`config.mk`:
```
export PLATFORM = sky130hd
export DESIGN_NAME = aligned_byte_pattern_search_unit
export DESIGN_NICKNAME = d
export VERILOG_FILES = /design/src/design/abps_pkg.sv /design/src/design/abps_cell.sv /design/src/design/aligned_byte_pattern_search_unit.sv
export SDC_FILE = /design/constraint.sdc
export NUM_CORES = 2
export LEC_CHECK = 0
export BUFFER_PORTS_ARGS = -buffer_cell sky130_fd_sc_hd__buf_4
export CORE_ASPECT_RATIO = 1.1
export CORE_MARGIN = 2
export CORE_UTILIZATION = 46
export DETAILED_ROUTE_END_ITERATION = 12
export SLEW_MARGIN = 0
export SYNTH_ARGS = -nofsm -noshare
export SYNTH_HDL_FRONTEND = slang
export SYNTH_SLANG_ARGS = --single-unit
```
`constraint.sdc`:
```
create_clock -name clk -period 27.9 [get_ports clk]
set_input_delay 5.58 -clock clk [delete_from_list [all_inputs] [get_ports clk]]
set_output_delay 5.58 -clock clk [all_outputs]
set_load 0.05 [all_outputs]
```
`src/design/abps_pkg.sv`:
```
// Package for the aligned byte pattern search unit.
// Holds the sizing constants, configuration register indexes and the needle byte selector.
// No dependencies.
`default_nettype none

package abps_pkg;

  localparam int PATTERN_MAX   = 32;
  localparam int POSITION_BITS = 32;
  localparam int LEN_W         = 6;
  localparam int ALIGN_W       = 16;
  localparam int WORD_W        = 64;
  localparam int WORDS         = 4;
  localparam int NEEDLE_W      = WORD_W * WORDS;
  localparam int NIDX_W        = (PATTERN_MAX > 1) ? $clog2(PATTERN_MAX) : 1;
  localparam int OFFSET_W      = 32;
  localparam int CFG_IDX_W     = 3;
  localparam int CFG_DATA_W    = 64;

  localparam logic [POSITION_BITS-1:0] POS_MAX = '1;

  localparam logic [CFG_IDX_W-1:0] CFG_PATTERN_LENGTH = 3'd0;
  localparam logic [CFG_IDX_W-1:0] CFG_ALIGNMENT      = 3'd1;
  localparam logic [CFG_IDX_W-1:0] CFG_PATTERN_WORD0  = 3'd2;
  localparam logic [CFG_IDX_W-1:0] CFG_PATTERN_WORD1  = 3'd3;
  localparam logic [CFG_IDX_W-1:0] CFG_PATTERN_WORD2  = 3'd4;
  localparam logic [CFG_IDX_W-1:0] CFG_PATTERN_WORD3  = 3'd5;

  typedef logic [7:0]          byte_t;
  typedef logic [NEEDLE_W-1:0] needle_t;

  function automatic byte_t needle_byte(needle_t needle, logic [NIDX_W-1:0] idx);
    logic [NIDX_W+2:0] base;
    base = {idx, 3'b000};
    return needle[base +: 8];
  endfunction

endpackage

`default_nettype wire

```
`src/design/abps_cell.sv`:
```
// One cell of the search window: holds one haystack byte and compares the byte entering it.
// Depends on abps_pkg.
`default_nettype none

module abps_cell
  import abps_pkg::*;
(
  input  wire logic  clk,
  input  wire logic  shift_en,
  input  wire byte_t byte_in,
  input  wire byte_t needle,
  input  wire logic  in_use,
  output byte_t      byte_out,
  output logic       hit
);

  byte_t byte_r;

  always_ff @(posedge clk) begin
    if (shift_en) begin
      byte_r <= byte_in;
    end
  end

  assign byte_out = byte_r;
  assign hit      = !in_use || (byte_in == needle);

endmodule

`default_nettype wire

```
`src/design/aligned_byte_pattern_search_unit.sv`:
```
// Aligned byte pattern search unit: top level with configuration registers, window and result.
// Depends on abps_pkg and abps_cell.
//
// Usage: haystack bytes enter on the in_ channel, one per beat, with in_text_end marking the
// final byte of a haystack. A beat is taken when in_valid is high and in_stall is low. The
// needle, its length and the alignment are written through the cfg_ channel (index, data); the
// user must write them only while the unit is idle; the unit does not enforce it. cfg_ready is
// always high. Each byte shifts through a chain of 32 cells that compare it against the needle
// in the same cycle, so one byte is taken every cycle while in_stall is low. One result beat
// comes per haystack: on the byte that completes the first aligned match (out_found high,
// out_match_offset the start offset), or on the final byte when nothing matched (out_found
// low, offset zero). A result appears on the out_ channel in the cycle after its byte.
// The result register frees itself in the same cycle it is taken, so input is only held off
// while a result waits and out_stall is high; in_stall then follows out_stall.
// Reset returns length and alignment to 1, clears the needle and starts a fresh haystack.
`default_nettype none

module aligned_byte_pattern_search_unit
  import abps_pkg::*;
(
  input  wire logic                  clk,
  input  wire logic                  rst_n,
  input  wire logic                  in_valid,
  output logic                       in_stall,
  input  wire logic [7:0]            in_text_byte,
  input  wire logic                  in_text_end,
  output logic                       out_valid,
  input  wire logic                  out_stall,
  output logic                       out_found,
  output logic [OFFSET_W-1:0]        out_match_offset,
  input  wire logic                  cfg_valid,
  output logic                       cfg_ready,
  input  wire logic [CFG_IDX_W-1:0]  cfg_index,
  input  wire logic [CFG_DATA_W-1:0] cfg_data
);

  logic [LEN_W-1:0]         len_r;
  logic [ALIGN_W-1:0]       align_r;
  needle_t                  needle_r;
  logic [POSITION_BITS-1:0] pos_r, pos_nxt;
  logic [ALIGN_W-1:0]       phase_r, phase_nxt;
  logic                     reported_r, reported_nxt;
  logic                     out_valid_r, out_valid_nxt;
  logic                     out_found_r, out_found_nxt;
  logic [OFFSET_W-1:0]      out_offset_r, out_offset_nxt;

  logic                     in_fire;
  logic                     shift_en;
  byte_t                    chain [PATTERN_MAX];
  logic [PATTERN_MAX-1:0]   hits;
  logic                     all_hit;
  logic [POSITION_BITS:0]   pos_plus1;
  logic                     len_ok;
  logic                     window_ok;
  logic [ALIGN_W-1:0]       align_eff;
  logic [ALIGN_W:0]         phase_inc;
  logic                     matched;

  assign cfg_ready = 1'b1;

  always_ff @(posedge clk) begin
    if (!rst_n) begin
      len_r    <= LEN_W'(1);
      align_r  <= ALIGN_W'(1);
      needle_r <= '0;
    end else if (cfg_valid && cfg_ready) begin
      case (cfg_index)
        CFG_PATTERN_LENGTH: len_r   <= cfg_data[LEN_W-1:0];
        CFG_ALIGNMENT:      align_r <= cfg_data[ALIGN_W-1:0];
        CFG_PATTERN_WORD0:  needle_r[0*WORD_W +: WORD_W] <= cfg_data;
        CFG_PATTERN_WORD1:  needle_r[1*WORD_W +: WORD_W] <= cfg_data;
        CFG_PATTERN_WORD2:  needle_r[2*WORD_W +: WORD_W] <= cfg_data;
        CFG_PATTERN_WORD3:  needle_r[3*WORD_W +: WORD_W] <= cfg_data;
        default: begin
        end
      endcase
    end
  end

  assign in_stall = out_valid_r && out_stall;
  assign in_fire  = in_valid && !in_stall;
  assign shift_en = in_fire && !reported_r;

  assign chain[0] = in_text_byte;

  for (genvar k = 0; k < PATTERN_MAX; k++) begin : g_cell
    logic [NIDX_W-1:0] nidx;
    assign nidx = NIDX_W'(len_r - LEN_W'(k + 1));
    if (k < PATTERN_MAX - 1) begin : g_mid
      abps_cell u_cell (
        .clk      (clk),
        .shift_en (shift_en),
        .byte_in  (chain[k]),
        .needle   (needle_byte(needle_r, nidx)),
        .in_use   (len_r > LEN_W'(k)),
        .byte_out (chain[k+1]),
        .hit      (hits[k])
      );
    end else begin : g_end
      abps_cell u_cell (
        .clk      (clk),
        .shift_en (shift_en),
        .byte_in  (chain[k]),
        .needle   (needle_byte(needle_r, nidx)),
        .in_use   (len_r > LEN_W'(k)),
        .byte_out (),
        .hit      (hits[k])
      );
    end
  end

  assign all_hit   = &hits;
  assign pos_plus1 = {1'b0, pos_r} + (POSITION_BITS+1)'(1);
  assign len_ok    = (len_r != '0) && (len_r <= LEN_W'(PATTERN_MAX));
  assign window_ok = len_ok && (pos_r != POS_MAX) &&
                     (pos_plus1 >= (POSITION_BITS+1)'(len_r));
  assign align_eff = (align_r == '0) ? ALIGN_W'(1) : align_r;
  assign phase_inc = {1'b0, phase_r} + (ALIGN_W+1)'(1);
  assign matched   = !reported_r && window_ok && (phase_r == '0) && all_hit;

  always_comb begin
    pos_nxt        = pos_r;
    phase_nxt      = phase_r;
    reported_nxt   = reported_r;
    out_valid_nxt  = out_valid_r && out_stall;
    out_found_nxt  = out_found_r;
    out_offset_nxt = out_offset_r;
    if (in_fire) begin
      if (!reported_r) begin
        if (window_ok) begin
          phase_nxt = (phase_inc >= {1'b0, align_eff}) ? '0 : phase_inc[ALIGN_W-1:0];
        end
        if (matched) begin
          reported_nxt   = 1'b1;
          out_valid_nxt  = 1'b1;
          out_found_nxt  = 1'b1;
          out_offset_nxt = OFFSET_W'(pos_plus1 - (POSITION_BITS+1)'(len_r));
        end
        if (pos_r != POS_MAX) begin
          pos_nxt = pos_plus1[POSITION_BITS-1:0];
        end
      end
      if (in_text_end) begin
        if (!reported_r && !matched) begin
          out_valid_nxt  = 1'b1;
          out_found_nxt  = 1'b0;
          out_offset_nxt = '0;
        end
        pos_nxt      = '0;
        phase_nxt    = '0;
        reported_nxt = 1'b0;
      end
    end
  end

  always_ff @(posedge clk) begin
    if (!rst_n) begin
      pos_r       <= '0;
      phase_r     <= '0;
      reported_r  <= 1'b0;
      out_valid_r <= 1'b0;
    end else begin
      pos_r       <= pos_nxt;
      phase_r     <= phase_nxt;
      reported_r  <= reported_nxt;
      out_valid_r <= out_valid_nxt;
    end
  end

  always_ff @(posedge clk) begin
    out_found_r  <= out_found_nxt;
    out_offset_r <= out_offset_nxt;
  end

  assign out_valid        = out_valid_r;
  assign out_found        = out_found_r;
  assign out_match_offset = out_offset_r;

  a_end_clears: assert property (@(posedge clk) disable iff (!rst_n)
    (in_fire && in_text_end) |=> (!reported_r && pos_r == '0 && phase_r == '0))
    else $error("haystack end did not clear the search state");

  a_notfound_zero: assert property (@(posedge clk) disable iff (!rst_n)
    (out_valid_r && !out_found_r) |-> (out_offset_r == '0))
    else $error("not-found result carries a nonzero offset");

  a_match_sets_flag: assert property (@(posedge clk) disable iff (!rst_n)
    (in_fire && matched && !in_text_end) |=> (reported_r && out_valid_r && out_found_r))
    else $error("match did not raise a found beat");

  a_phase_bound: assert property (@(posedge clk) disable iff (!rst_n)
    (in_fire && window_ok && !reported_r && !in_text_end) |=>
      (phase_r < $past(align_eff)))
    else $error("start phase escaped the alignment");

endmodule

`default_nettype wire

```
==> results by stage <==
Setup path:
- The type of element launching the critical path is an input pin.
- In this run the worst setup path begins at out_stall.
- The largest stage delay on the critical path is between 0.15 and 0.2 ns.
- The slowest stage of the critical path is the sky130_fd_sc_hd__buf_4 cell.
- The terminus of the critical flop-to-flop path is out_match_offset[24].
- Counting stages on the worst path, the most repeated cell is sky130_fd_sc_hd__buf_4.
- Traced cell by cell, the critical path runs through buf_4 > nand2_1 > inv_1 > buf_4.
- The worst setup path is captured at a primary output.
- The startpoint identified for the worst register-to-register timing path is len_r[1].
- The worst path buffer plus inverter count is 3.
- The category of the most critical setup path is input pin to primary output.
- The worst path required time is 22.32 ns.
- For the worst flop-to-flop path, the logic depth is 16.
- Data on the critical path arrives at its endpoint at 6.01 ns.
- Across all register-to-register paths, the minimum setup slack is approximately 19 ns.
- The gate family responsible for the most delay along the worst path is buffers and inverters.
- Along the worst path, the maximum fanout reaches 3.

Clocking:
- Clock latency on the worst-skew pair, taken at its later pin, is between 0.6 and 0.7 ns.
- Buffers inserted to repair hold after CTS numbered 0.
- The root buffer cell chosen for the clock tree is sky130_fd_sc_hd__clkbuf_16.
- TritonCTS built the clock tree.
- Post-CTS timing repair inserted 0 buffers for setup.
- TritonCTS created 71 clock buffers.
- The number of levels in the clock H-tree is 3.
- The clock passes through at most 3 buffers.
- The number of gates resized after CTS was 0.
- The number of clock sinks is about 600.
- The CTS clock-pin slew for the worst setup and hold paths is ~0.070 ns.

Logic synthesis:
- The post-synthesis instance area is 0.0515 mm².
- The register bit count reported by yosys is approximately 610.
- In the synthesized netlist, the number of instances is a little under 5k.
- The share of the Yosys chip area taken by registers is 0.291.
- The Yosys step of the flow raised 0 warnings.
- Counting distinct cell types in the post-synthesis netlist gives 96.
- After synthesis, the share of flip-flops with an asynchronous set or reset is 0.
- In this run the mean area of a mapped cell was 10.4 µm².
- Synthesis produced a netlist with a net count of 5094.
- Among all flip-flop cells after synthesis, the most frequent one is sky130_fd_sc_hd__dfxtp_1.
- The number of enable-type register cells in the synthesized netlist is 281.

STA:
- The count of final hold-check violations came to 0.
- The setup total negative slack is 0 ns.
- The final setup slack of the worst path is approximately 16 ns.
- Setup violations remaining at the end of the flow were counted as 0.
- The final count of pins violating max slew came to 0.
- Setup repair after global routing left no endpoint under its margin.
- The routed design could run at a clock period as short as 11.59 ns.
- The post-route fraction of the period consumed by the critical path is 0.415.
- Headroom to the max-slew limit came out at 0.0736.
- The post-route clock skew is about 0.027 ns.
- The fmax is 86.3 MHz.
- The actual transition at the worst max-transition pin is 1.38 ns.

Floorplan:
- In this run the count of I/O pins placed on the die edge is 117.
- The die outline height is between 300 and 400 µm.
- For this configuration, the core starts out at a cell density of 0.464.
- The die footprint is 0.115 mm².
- The number of cell rows is approximately 130.
- The core region is 0.111 mm².
- The die is 323 µm wide.

Routing:
- The antenna violation net count after detailed routing is 0.
- After detailed routing, the number of remaining DRC violations is 0.
- The number of iterations in the first detailed-routing pass is 8.
- The sum of routed wire length over all layers is 222000 µm.
- In the final routed layout, each cell accounts on average for 34.6 µm.
- The final route contains 44.0k vias.
- The DRC violation total after the first TritonRoute iteration is ~6.4k.
- In the routed layout, each cell is associated on average with a via count of 6.86.

Layout:
- The library cells used most frequently in the layout, excluding fill and tap cells, are sky130_fd_sc_hd__nand2_1, sky130_fd_sc_hd__mux2i_1, sky130_fd_sc_hd__mux4_2.
- The end-of-flow core utilization is 0.503.
- The library cell used most frequently in the layout, excluding fill and tap cells, is sky130_fd_sc_hd__nand2_1.
- For this run, the post-layout net count is around 5k.
- The relative area change from synthesis to final layout is 8.41%.
- In the final layout, the share of cells above drive strength 1 is 0.201.

Place:
- The global placement routability congestion is 1.07.
- The HPWL after detailed placement is 167000 µm.
- Timing analysis after detailed placement gives a worst setup slack of ~16 ns.
- The port buffer count is 115.

Worst hold path:
- In this run the most critical hold path is launched from g_cell[9].g_mid.u_cell.byte_out[2].
- The hold path depth is 0.
- The path with the worst hold slack has its endpoint at g_cell[10].g_mid.u_cell.byte_out[2].
- In this run the worst hold path is classified as flop to flop.

Global routing:
- The wire length of the first global-routing pass is ~310000 µm.
- The total global routing track utilization is 0.383.
- The initial antenna violation count came to 11.
- The via count of the first global-routing pass is 40.8k.
- The overall overflow remaining after global route is 0.
- The maximum number of pins on one net before global-route repair is 135.

Power:
- The leakage power of the design is 19.2 nW.
- The maximum ir drop on the vdd rail is approximately 0.042 mV.
- The power per standard cell area is 44.6 mW/mm².
- The post-layout total power is between 2 and 2.5 mW.

Outcome:
- The flow ran to the end, and the final reports show no timing, DRC or antenna violations.

Job:
- The total of max-cap violations is 0.
==> where the power goes <==
group	internal, mW	switching [mW]
Clock	0.590	0.431
Combinational	0.157	0.285
Sequential	0.979	0.0475
==> cells by family (layout without fill, tap and decap cells) <==
group / count (synthesis) / in the layout / share of synthesized area
other: 1 / 9 / 0.0000728
adder cells (fa/ha/maj): 43 / 43 / 0.0106
AO/OA/AOI/OAI: 788 / 788 / 0.108
AND/OR/NAND/NOR: 1476 / 1476 / 0.129
buffers and inverters: 442 / 387 / 0.0426
multiplexers: 1192 / 1192 / 0.346
flip-flops: 609 / 609 / 0.291
XOR/XNOR: 419 / 419 / 0.0731
==> per-layer routing <==
layer  wire length, µm  global-route usage  vias up
met5                80                   0        -
met4             16400               0.238       10
met3             26600               0.120      565
met2             96200               0.563     2707
met1             82900               0.489    22100
li1                  -                   -    18600
==> registers in the layout, summed over array words and instances (netlist names) <==
register and cells:
needle_r 256, g_cell.g_mid.u_cell.byte_out 248, out_match_offset 32, pos_r 32, align_r 16, phase_r 16, len_r 6, out_found 1
out_valid 1, reported_r 1
==> how the worst max path moves through the flow <==
stage	to	cells past startpoint
2_1_floorplan	out_valid	5
3_3_place_gp	in_stall	4
3_5_place_dp	in_stall	4
4_1_cts	in_stall	4
5_1_grt	in_stall	4
6_report	in_stall	4
==> per-stage QoR <==
stage | hold WS, ns | std cells | area [µm²]
3_3_place_gp | 0.435 | 6279 | 53300
4_1_cts | 0.456 | 6410 | 55800
3_5_place_dp | 0.442 | 6279 | 53300
6_report | 0.464 | 6418 | 55800
2_1_floorplan | 0.426 | 4970 | 51500
5_1_grt | 0.468 | 6413 | 55800
==> area by class of cell <==
| type | count | area [µm²] |
|---|---|---|
| clock buffer | 92 | 1980 |
| inverter | 40 | 155 |
| timing repair buffer | 216 | 1660 |
| sequential | 609 | 15000 |
| clock inverter | 39 | 499 |
| multi-input combinational | 3919 | 34600 |
| fill | 10200 | 55100 |
| tap | 1495 | 1870 |
| antenna | 8 | 20.0 |
==> cells in the mapped netlist, types with 8 or more instances <==
cell	count	area, µm²
sky130_fd_sc_hd__a221oi_1	16	140
sky130_fd_sc_hd__buf_2	111	556
sky130_fd_sc_hd__a21oi_1	117	586
sky130_fd_sc_hd__inv_1	35	131
sky130_fd_sc_hd__xor2_1	213	1870
sky130_fd_sc_hd__nor2b_1	25	156
sky130_fd_sc_hd__and3_1	26	163
sky130_fd_sc_hd__a21o_1	15	113
sky130_fd_sc_hd__buf_4	43	323
sky130_fd_sc_hd__clkbuf_1	182	683
sky130_fd_sc_hd__a32oi_1	8	70.1
sky130_fd_sc_hd__nand2_1	822	3090
sky130_fd_sc_hd__nor3_1	53	265
sky130_fd_sc_hd__o21ai_0	70	350
sky130_fd_sc_hd__nand2b_1	9	56.3
sky130_fd_sc_hd__edfxtp_1	281	8440
sky130_fd_sc_hd__nand3b_1	15	113
sky130_fd_sc_hd__mux2_2	126	1420
sky130_fd_sc_hd__o21a_1	11	82.6
sky130_fd_sc_hd__xnor2_1	196	1720
sky130_fd_sc_hd__dfxtp_1	328	6570
sky130_fd_sc_hd__nand4_1	80	500
sky130_fd_sc_hd__or3_1	21	131
sky130_fd_sc_hd__and2_1	17	106
sky130_fd_sc_hd__o221ai_1	16	140
sky130_fd_sc_hd__o211a_1	8	80.1
sky130_fd_sc_hd__or4_1	10	75.1
sky130_fd_sc_hd__a211oi_1	18	135
sky130_fd_sc_hd__nand3_1	139	696
sky130_fd_sc_hd__xnor2_2	8	130
sky130_fd_sc_hd__nor4_1	46	288
sky130_fd_sc_hd__a22oi_1	53	398
sky130_fd_sc_hd__a31oi_1	20	125
sky130_fd_sc_hd__nor2_1	172	646
sky130_fd_sc_hd__buf_6	30	338
sky130_fd_sc_hd__ha_1	42	526
sky130_fd_sc_hd__a21boi_0	274	2060
sky130_fd_sc_hd__a22o_1	13	114
sky130_fd_sc_hd__mux2i_1	610	6110
sky130_fd_sc_hd__or2_2	9	56.3
sky130_fd_sc_hd__o22ai_1	44	275
sky130_fd_sc_hd__buf_1	34	128
sky130_fd_sc_hd__mux4_2	454	10200
sky130_fd_sc_hd__o211ai_1	31	233
==> worst register-to-register path: cells and delay by family, from the launching register on <==
| family | cells | cell delay [ns] |
|---|---|---|
| compound gates | 3 | 1.84 |
| xor+xnor | 1 | 0.19 |
| buf+inv | 4 | 3.44 |
| flops | 1 | 0.72 |
| mux | 3 | 1.29 |
| simple gates | 5 | 0.91 |
(Power assumes the default switching activity.)
